$ cat config.mk
export PLATFORM = sky130hd
export DESIGN_NAME = utf8_stream_validator
export DESIGN_NICKNAME = d
export VERILOG_FILES = /design/src/design/u8v_pkg.sv /design/src/design/utf8_stream_validator.sv /design/src/design/u8v_front.sv /design/src/design/u8v_fifo.sv /design/src/design/u8v_back.sv
export SDC_FILE = /design/constraint.sdc
export NUM_CORES = 1
export LEC_CHECK = 0
export ABC_AREA = 1
export ABC_CLOCK_PERIOD_IN_PS = 5850
export BUFFER_PORTS_ARGS = -buffer_cell sky130_fd_sc_hd__buf_2
export CAP_MARGIN = 10
export CELL_PAD_IN_SITES_DETAIL_PLACEMENT = 1
export CELL_PAD_IN_SITES_GLOBAL_PLACEMENT = 1
export CORE_ASPECT_RATIO = 2
export CORE_MARGIN = 2
export CORE_UTILIZATION = 49
export DETAILED_ROUTE_END_ITERATION = 10
export PLACE_DENSITY = 0.9
export SLEW_MARGIN = 20
export SYNTH_ARGS = -nofsm -noshare
export SYNTH_HDL_FRONTEND = slang
export SYNTH_SLANG_ARGS = --single-unit
$ cat constraint.sdc
create_clock -name i_clk -period 5.85 [get_ports i_clk]
set_input_delay 0.2925 -clock i_clk [delete_from_list [all_inputs] [get_ports i_clk]]
set_output_delay 0.2925 -clock i_clk [all_outputs]
set_load 0.005 [all_outputs]
$ cat src/design/u8v_pkg.sv
// ----------------------------------------------------------------------------
// u8v_pkg
// Shared types and constants of the UTF-8 stream validator.
// ----------------------------------------------------------------------------
package u8v_pkg;

    // longest UTF-8 sequence, and the widths that follow from it
    localparam int MaxSeqBytes = 4;
    localparam int SeqIdxW     = $clog2(MaxSeqBytes);
    localparam int CntW        = $clog2(MaxSeqBytes + 2);

    // job queue between front and back
    localparam int QDepth = 4;
    localparam int QPtrW  = $clog2(QDepth);
    localparam int QCntW  = $clog2(QDepth + 1);

    // output budget per piece after reset
    localparam logic [15:0] CapReset = 16'd4096;

    // input item
    typedef struct packed {
        logic [7:0] data_byte;
        logic       piece_end;
    } t_in;

    // result item
    typedef struct packed {
        logic [7:0] out_byte;
        logic       byte_valid;
        logic       last;
        logic       piece_done;
        logic       piece_ok;
        logic       failed;
    } t_out;

    // work handed from front to back: one entry per item that gives results
    typedef struct packed {
        logic [MaxSeqBytes-1:0][7:0] bytes;
        logic [CntW-1:0]             n_bytes;
        logic                        piece_end;
        logic                        failed;
    } t_job;

endpackage

$ cat src/design/utf8_stream_validator.sv
// ----------------------------------------------------------------------------
// utf8_stream_validator
// Strict UTF-8 stream checker: gathers sequences, checks them, re-emits them
// under a per-piece output budget and reports a status at each piece end.
// ----------------------------------------------------------------------------
// Channel  Direction  Handshake                  Payload
// in       input      i_in_valid / o_in_ready    i_in_data  (t_in)
// out      output     o_out_valid / i_out_ready  o_out_data (t_out)
// cfg      input      i_cfg_we                   i_cfg_data (out_capacity)
//
// An item is accepted each cycle while the four-entry job queue has room.
// The back gives one result a cycle while the output is not stalled: an item
// completing an n-byte sequence gives n results, a status-only item one.
// Reset restores all control state directly (the budget to CapReset); no clearing pass.
// Output stalls back up through the queue; the front stalls only when full.
// ----------------------------------------------------------------------------
module utf8_stream_validator (
    input  logic           i_clk,
    input  logic           i_rst_n,
    input  logic           i_cfg_we,
    input  logic [15:0]    i_cfg_data,
    input  logic           i_in_valid,
    output logic           o_in_ready,
    input  u8v_pkg::t_in   i_in_data,
    output logic           o_out_valid,
    input  logic           i_out_ready,
    output u8v_pkg::t_out  o_out_data
);
    import u8v_pkg::*;

    logic q_push;
    logic q_pop;
    logic q_full;
    logic q_empty;
    t_job q_in_job;
    t_job q_head;

    // classification and sequence state
    u8v_front u_front (
        .i_clk      (i_clk),
        .i_rst_n    (i_rst_n),
        .i_cfg_we   (i_cfg_we),
        .i_cfg_data (i_cfg_data),
        .i_in_valid (i_in_valid),
        .o_in_ready (o_in_ready),
        .i_in_data  (i_in_data),
        .i_q_full   (q_full),
        .o_q_push   (q_push),
        .o_q_job    (q_in_job)
    );

    // job queue
    u8v_fifo u_fifo (
        .i_clk   (i_clk),
        .i_rst_n (i_rst_n),
        .i_push  (q_push),
        .i_job   (q_in_job),
        .i_pop   (q_pop),
        .o_full  (q_full),
        .o_empty (q_empty),
        .o_head  (q_head)
    );

    // result expansion
    u8v_back u_back (
        .i_clk       (i_clk),
        .i_rst_n     (i_rst_n),
        .i_q_empty   (q_empty),
        .i_q_head    (q_head),
        .o_q_pop     (q_pop),
        .o_out_valid (o_out_valid),
        .i_out_ready (i_out_ready),
        .o_out_data  (o_out_data)
    );

endmodule

$ cat src/design/u8v_front.sv
// ----------------------------------------------------------------------------
// u8v_front
// Accepts input bytes, gathers UTF-8 sequences, applies the strict checks
// and the per-piece budget, and queues a job for each item that gives results.
// ----------------------------------------------------------------------------
module u8v_front (
    input  logic           i_clk,
    input  logic           i_rst_n,
    input  logic           i_cfg_we,
    input  logic [15:0]    i_cfg_data,
    input  logic           i_in_valid,
    output logic           o_in_ready,
    input  u8v_pkg::t_in   i_in_data,
    input  logic           i_q_full,
    output logic           o_q_push,
    output u8v_pkg::t_job  o_q_job
);
    import u8v_pkg::*;

    // byte range limits
    localparam logic [7:0] ContLo  = 8'h80;
    localparam logic [7:0] ContHi  = 8'hbf;
    localparam logic [7:0] Lead2Lo = 8'hc2;
    localparam logic [7:0] Lead2Hi = 8'hdf;
    localparam logic [7:0] Lead3Lo = 8'he0;
    localparam logic [7:0] Lead3Hi = 8'hef;
    localparam logic [7:0] Lead4Lo = 8'hf0;
    localparam logic [7:0] Lead4Hi = 8'hf4;
    localparam logic [7:0] LeadE0  = 8'he0;
    localparam logic [7:0] LeadED  = 8'hed;
    localparam logic [7:0] LeadF0  = 8'hf0;
    localparam logic [7:0] LeadF4  = 8'hf4;
    localparam logic [7:0] MinE0   = 8'ha0;
    localparam logic [7:0] MaxED   = 8'h9f;
    localparam logic [7:0] MinF0   = 8'h90;
    localparam logic [7:0] MaxF4   = 8'h8f;

    // sequence length from lead byte, zero for a bad lead
    function automatic logic [CntW-1:0] lead_len(input logic [7:0] c);
        logic [CntW-1:0] len;
        len = '0;
        if (c < ContLo)                        len = CntW'(1);
        else if (c >= Lead2Lo && c <= Lead2Hi) len = CntW'(2);
        else if (c >= Lead3Lo && c <= Lead3Hi) len = CntW'(3);
        else if (c >= Lead4Lo && c <= Lead4Hi) len = CntW'(4);
        return len;
    endfunction

    // continuation check; tighter second-byte ranges after some leads
    function automatic logic cont_ok(input logic [7:0] c, input logic [7:0] lead,
                                     input logic second);
        logic ok;
        ok = (c >= ContLo) && (c <= ContHi);
        if (second) begin
            if (lead == LeadE0 && c < MinE0) ok = 1'b0;
            if (lead == LeadED && c > MaxED) ok = 1'b0;
            if (lead == LeadF0 && c < MinF0) ok = 1'b0;
            if (lead == LeadF4 && c > MaxF4) ok = 1'b0;
        end
        return ok;
    endfunction

    logic [15:0]                 r_cap;
    logic [MaxSeqBytes-1:0][7:0] r_held, n_held;
    logic [CntW-1:0]             r_held_cnt, n_held_cnt;
    logic [CntW-1:0]             r_need_cnt, n_need_cnt;
    logic                        r_failed, n_failed;
    logic [15:0]                 r_written, n_written;

    logic            accept;
    logic [7:0]      c;
    logic [CntW-1:0] need_eff;
    logic [CntW-1:0] cnt_new;
    logic            bad;
    logic            complete;
    logic            overrun;
    logic [CntW-1:0] emit_n;
    logic [16:0]     sum_ext;

    assign o_in_ready = !i_q_full;
    assign accept     = i_in_valid && o_in_ready;
    assign c          = i_in_data.data_byte;

    // classify the byte against what is held
    always_comb begin
        need_eff = (r_held_cnt == '0) ? lead_len(c) : r_need_cnt;
        if (r_held_cnt == '0) begin
            bad = (need_eff == '0);
        end else begin
            bad = !cont_ok(c, r_held[0], r_held_cnt == CntW'(1));
        end
        if (r_held_cnt >= CntW'(MaxSeqBytes)) bad = 1'b1;
        cnt_new  = r_held_cnt + CntW'(1);
        complete = (cnt_new == need_eff);
        sum_ext  = {1'b0, r_written} + 17'(cnt_new);
        overrun  = sum_ext >= {1'b0, r_cap};
    end

    // state update for an accepted item
    always_comb begin
        n_held     = r_held;
        n_held_cnt = r_held_cnt;
        n_need_cnt = r_need_cnt;
        n_failed   = r_failed;
        n_written  = r_written;
        emit_n     = '0;
        if (accept && !r_failed) begin
            if (bad) begin
                n_failed = 1'b1;
            end else begin
                n_held[r_held_cnt[SeqIdxW-1:0]] = c;
                n_held_cnt = cnt_new;
                n_need_cnt = need_eff;
                if (complete) begin
                    if (overrun) begin
                        n_failed = 1'b1;
                    end else begin
                        n_written  = sum_ext[15:0];
                        n_held_cnt = '0;
                        n_need_cnt = '0;
                        emit_n     = cnt_new;
                    end
                end
            end
        end
        if (accept && i_in_data.piece_end) n_written = '0;
    end

    // job to the queue
    assign o_q_push          = accept && (emit_n != '0 || i_in_data.piece_end);
    assign o_q_job.bytes     = n_held;
    assign o_q_job.n_bytes   = emit_n;
    assign o_q_job.piece_end = i_in_data.piece_end;
    assign o_q_job.failed    = n_failed;

    // control state
    always_ff @(posedge i_clk) begin
        if (!i_rst_n) begin
            r_cap      <= CapReset;
            r_held_cnt <= '0;
            r_need_cnt <= '0;
            r_failed   <= 1'b0;
            r_written  <= '0;
        end else begin
            if (i_cfg_we) r_cap <= i_cfg_data;
            r_held_cnt <= n_held_cnt;
            r_need_cnt <= n_need_cnt;
            r_failed   <= n_failed;
            r_written  <= n_written;
        end
    end

    // held bytes: payload, no reset
    always_ff @(posedge i_clk) begin
        r_held <= n_held;
    end

endmodule

$ cat src/design/u8v_fifo.sv
// ----------------------------------------------------------------------------
// u8v_fifo
// Short job queue between the front and the back.
// ----------------------------------------------------------------------------
module u8v_fifo (
    input  logic           i_clk,
    input  logic           i_rst_n,
    input  logic           i_push,
    input  u8v_pkg::t_job  i_job,
    input  logic           i_pop,
    output logic           o_full,
    output logic           o_empty,
    output u8v_pkg::t_job  o_head
);
    import u8v_pkg::*;

    t_job             r_mem [QDepth];
    logic [QPtrW-1:0] r_wr_ptr;
    logic [QPtrW-1:0] r_rd_ptr;
    logic [QCntW-1:0] r_count;

    logic do_push;
    logic do_pop;

    assign o_full  = (r_count == QCntW'(QDepth));
    assign o_empty = (r_count == '0);
    assign o_head  = r_mem[r_rd_ptr];
    assign do_push = i_push && !o_full;
    assign do_pop  = i_pop && !o_empty;

    // pointers and fill count
    always_ff @(posedge i_clk) begin
        if (!i_rst_n) begin
            r_wr_ptr <= '0;
            r_rd_ptr <= '0;
            r_count  <= '0;
        end else begin
            if (do_push) r_wr_ptr <= r_wr_ptr + QPtrW'(1);
            if (do_pop)  r_rd_ptr <= r_rd_ptr + QPtrW'(1);
            unique case ({do_push, do_pop})
                2'b10:   r_count <= r_count + QCntW'(1);
                2'b01:   r_count <= r_count - QCntW'(1);
                default: r_count <= r_count;
            endcase
        end
    end

    // storage
    always_ff @(posedge i_clk) begin
        if (do_push) r_mem[r_wr_ptr] <= i_job;
    end

endmodule

$ cat src/design/u8v_back.sv
// ----------------------------------------------------------------------------
// u8v_back
// Expands the job at the queue head into result items, one a cycle while the
// output is not stalled, into a registered output stage.
// ----------------------------------------------------------------------------
module u8v_back (
    input  logic           i_clk,
    input  logic           i_rst_n,
    input  logic           i_q_empty,
    input  u8v_pkg::t_job  i_q_head,
    output logic           o_q_pop,
    output logic           o_out_valid,
    input  logic           i_out_ready,
    output u8v_pkg::t_out  o_out_data
);
    import u8v_pkg::*;

    logic [SeqIdxW-1:0] r_k;
    logic               r_out_valid;
    t_out               r_out, n_out;

    logic            load;
    logic [CntW-1:0] total;
    logic [CntW-1:0] k_ext;
    logic            is_last;
    logic            has_byte;

    // a slot is free when empty or its result leaves this cycle
    assign load = !i_q_empty && (!r_out_valid || i_out_ready);

    // build result k of the head job
    always_comb begin
        total    = (i_q_head.n_bytes == '0) ? CntW'(1) : i_q_head.n_bytes;
        k_ext    = CntW'(r_k);
        is_last  = (k_ext + CntW'(1)) == total;
        has_byte = k_ext < i_q_head.n_bytes;
        n_out.out_byte   = has_byte ? i_q_head.bytes[r_k] : 8'h00;
        n_out.byte_valid = has_byte;
        n_out.last       = is_last;
        n_out.piece_done = is_last && i_q_head.piece_end;
        n_out.piece_ok   = is_last && i_q_head.piece_end && !i_q_head.failed;
        n_out.failed     = i_q_head.failed;
    end

    assign o_q_pop     = load && is_last;
    assign o_out_valid = r_out_valid;
    assign o_out_data  = r_out;

    // result index and output valid
    always_ff @(posedge i_clk) begin
        if (!i_rst_n) begin
            r_k         <= '0;
            r_out_valid <= 1'b0;
        end else begin
            if (load) begin
                r_k         <= is_last ? '0 : r_k + SeqIdxW'(1);
                r_out_valid <= 1'b1;
            end else if (i_out_ready) begin
                r_out_valid <= 1'b0;
            end
        end
    end

    // output payload
    always_ff @(posedge i_clk) begin
        if (load) r_out <= n_out;
    end

endmodule

==> impl_metrics.tcl <==
set metrics [dict create \
    cp-startpoint "u_front.r_held_cnt[0]" \
    setup_violations 0 \
    synth_top_area_share_pct 46.86 \
    outcome "completed" \
    diodes 0 \
    synthTopCellsByArea "edfxtp_1, dfxtp_1, o21ai_0, nor2_1, nand2_1" \
    cp.arrival_ns 5.65 \
    min_path_type "in2reg" \
    cts_made_buffers 22 \
    multi_input_area_um2 3303 \
    drt_wl_total_um 30200 \
    yosys_warnings 0 \
    layout_commonest_cell "edfxtp_1" \
    core-area_um2 20830 \
    fin_nets 1091 \
    die_h_um 209.2 \
    dieArea_um2 22300 \
    start_util_pct 49.52 \
    cts.root.buffer_cell "clkbuf_16" \
    fin_crit_ns 5.238 \
    rsz0062_at_grt "false" \
    syn_to_final_growth_pct 12.84 \
    fin_crit_sh_pct 89.54 \
    grt_usage_pct 27.51 \
    timing.fmax_ghz 0.1909 \
    hold_start "i_cfg_we" \
    cp_max_fo 5 \
    drc 0 \
    clock_latency_ns 0.53 \
    grt_pass1_vias 8795 \
    clk_pin_slew_ns 0.07 \
    synth-seq-cells 244 \
    yosysSeqAreaShare_pct 62.97 \
    start_kind "flip-flop" \
    worst_pin_slew_ns 0.7606 \
    antenna_found_initial 0 \
    tns_ns 0 \
    synthCells 990 \
    synth_area_um2 10320 \
    die_w_um 106.6 \
    clockBufferDepth 3 \
    drive_above_1_share_pct 11.58 \
    drtPass1Iterations 5 \
    cp.required_ns 6.26 \
    regToRegStartpoint "u_front.r_held_cnt[0]" \
    hpwlAfterDp_um 19870 \
    io_pins 45 \
    synth_top_area_cell "edfxtp_1" \
    end_kind "flip-flop" \
    finalMaxSlewViolations 0 \
    synth.avg_cell_area_um2 10.42 \
    slowest_stage "fa_1" \
    post-cts-setup-buffers 0 \
    leakage_nw 4.453 \
    grt_pass1_wl_um 46350 \
    maxCapViolCount 0 \
    irDropWorstVdd_v 0.0002705 \
    via_per_inst 5.941 \
    dr_total_vias 7806 \
    clkSinkCount 244 \
    synth_nets 1052 \
    fin_worst_skew_ns 0.02201 \
    slew-limit-headroom_pct 48.76 \
    drtAntennaViolNets 0 \
    fillers 2254 \
    grt_start_max_net_pins 55 \
    layout_common_cells "edfxtp_1, nor2_1, o21ai_0, nand2_1, inv_1" \
    cpPeakStageDelay_ns 0.48 \
    yosys.cell_types.count 38 \
    power_density_nw_per_um2 492.4 \
    p_total_w 0.005732 \
    overflow 0 \
    ff_latch_area_um2 6497 \
    cp_common_cell "nand2_1" \
    place.gp.congestion 0.8409 \
    drt_iter0_drc 425 \
    routedWlPerCell_um 22.98 \
    io_buffers 44 \
    critPathKind "reg2reg" \
    hold_viol 0 \
    cts_tree "done" \
    rows 75 \
    htreeDepth 1 \
]
==> Yosys cell counts <==
master,instances
nor2_1,146
o22ai_1,12
nand2_4,1
xnor2_1,4
a211oi_1,14
inv_2,5
ha_1,30
nand3b_1,1
a31oi_1,8
buf_2,6
nand2_1,114
a211oi_2,3
nand2_2,3
xor2_1,15
nand3_1,22
a21oi_1,38
nor4_1,2
o21ai_1,2
o22a_1,3
edfxtp_1,161
dfxtp_1,83
nor2_4,3
nor2_2,2
clkinv_1,2
fa_1,2
nand3_2,1
o21ai_0,139
inv_1,94
a21o_1,1
o21bai_1,1
nor3_1,9
o21ai_2,1
nand4_1,4
clkbuf_1,33
buf_6,3
nor3b_1,1
o22ai_2,1
o221ai_1,20
==> kinds of logic after synthesis <==
kind of cell             share of synthesized area [%]
AND/OR/NAND/NOR                                  12.31
XOR/XNOR                                         1.613
flip-flops                                       62.97
buffers and inverters                            5.494
adder cells (fa/ha/maj)                          4.027
AO/OA/AOI/OAI                                    13.58
==> routing by layer <==
metal | track usage (%) | share of wire [%] | wire length [µm] | up-vias
met5 | 0 | 0 | 0 | -
met2 | 52.16 | 56 | 16810 | 292
li1 | - | - | - | 3501
met1 | 25.80 | 32 | 9778 | 3873
met4 | 20.82 | 7.8 | 2360 | 0
met3 | 3.431 | 4.1 | 1248 | 140
==> report_power, final <==
part           internal (W)  total, W  switching, W
sequential          0.00230   0.00245      0.000151
clock              0.000946   0.00161      0.000666
combinational      0.000452   0.00167       0.00121
==> per-stage QoR <==
stage | instances | util [%] | area, µm² | setup WS [ns] | hold slack (ns)
after detailed placement | 1272 | 51.87 | 10810 | 0.7493 | 0.4641
final | 1314 | 55.88 | 11640 | 0.6118 | 0.02327
after CTS | 1314 | 55.81 | 11630 | 0.6311 | 0.005413
after global routing | 1314 | 55.88 | 11640 | 0.02591 | 0.03053
after global placement | 1272 | 51.87 | 10810 | 0.9519 | 0.4458
after floorplan | 990 | - | 10320 | 0.4993 | 0.3914
==> registers in the layout, summed over array words and instances, names as in the netlist, 3 cells and up, named ones only <==
signal / cells
u_front.r_held_cnt: 3
u_front.r_need_cnt: 3
u_back.o_out_data: 13
u_front.r_held: 32
u_front.r_written: 16
u_fifo.r_mem: 148
u_fifo.r_count: 3
u_front.r_cap: 16
==> layout make-up <==
cell class | count | area share, %
sequential | 244 | 55.81
timing repair buffer | 57 | 2.773
tap | 269 | 2.891
clock inverter | 16 | 1.913
multi-input combinational | 603 | 28.37
inverter | 101 | 3.257
clock buffer | 24 | 4.976
==> worst paths after layout <==
check	to	slack [ns]	depth (start not counted)
worst max-delay path	u_fifo.r_count[2]	0.61	29
worst min-delay path	u_front.r_cap[12]	0.02	2
worst max register to register	u_fifo.r_count[2]	0.61	29
worst min register to register	u_front.r_cap[3]	0.47	2
==> worst max-delay path, delay by kind of cell (launching register included) <==
kind	cells	cell delay (ns)
adders and majority gates	5	1.71
and+or+nand+nor	14	1.59
AOI/OAI and AO/OA	5	0.71
buffers and inverters	4	0.51
DFF	1	0.44
xor gates and xnor gates	1	0.18
==> repair_timing <==
action	4_1_cts	5_1_grt
endpoints found under the setup margin	0	1
resized for setup	0	1
hold buffers	2	0
hold endpoints to repair	2	0
Power figures use the tool's default switching activity.
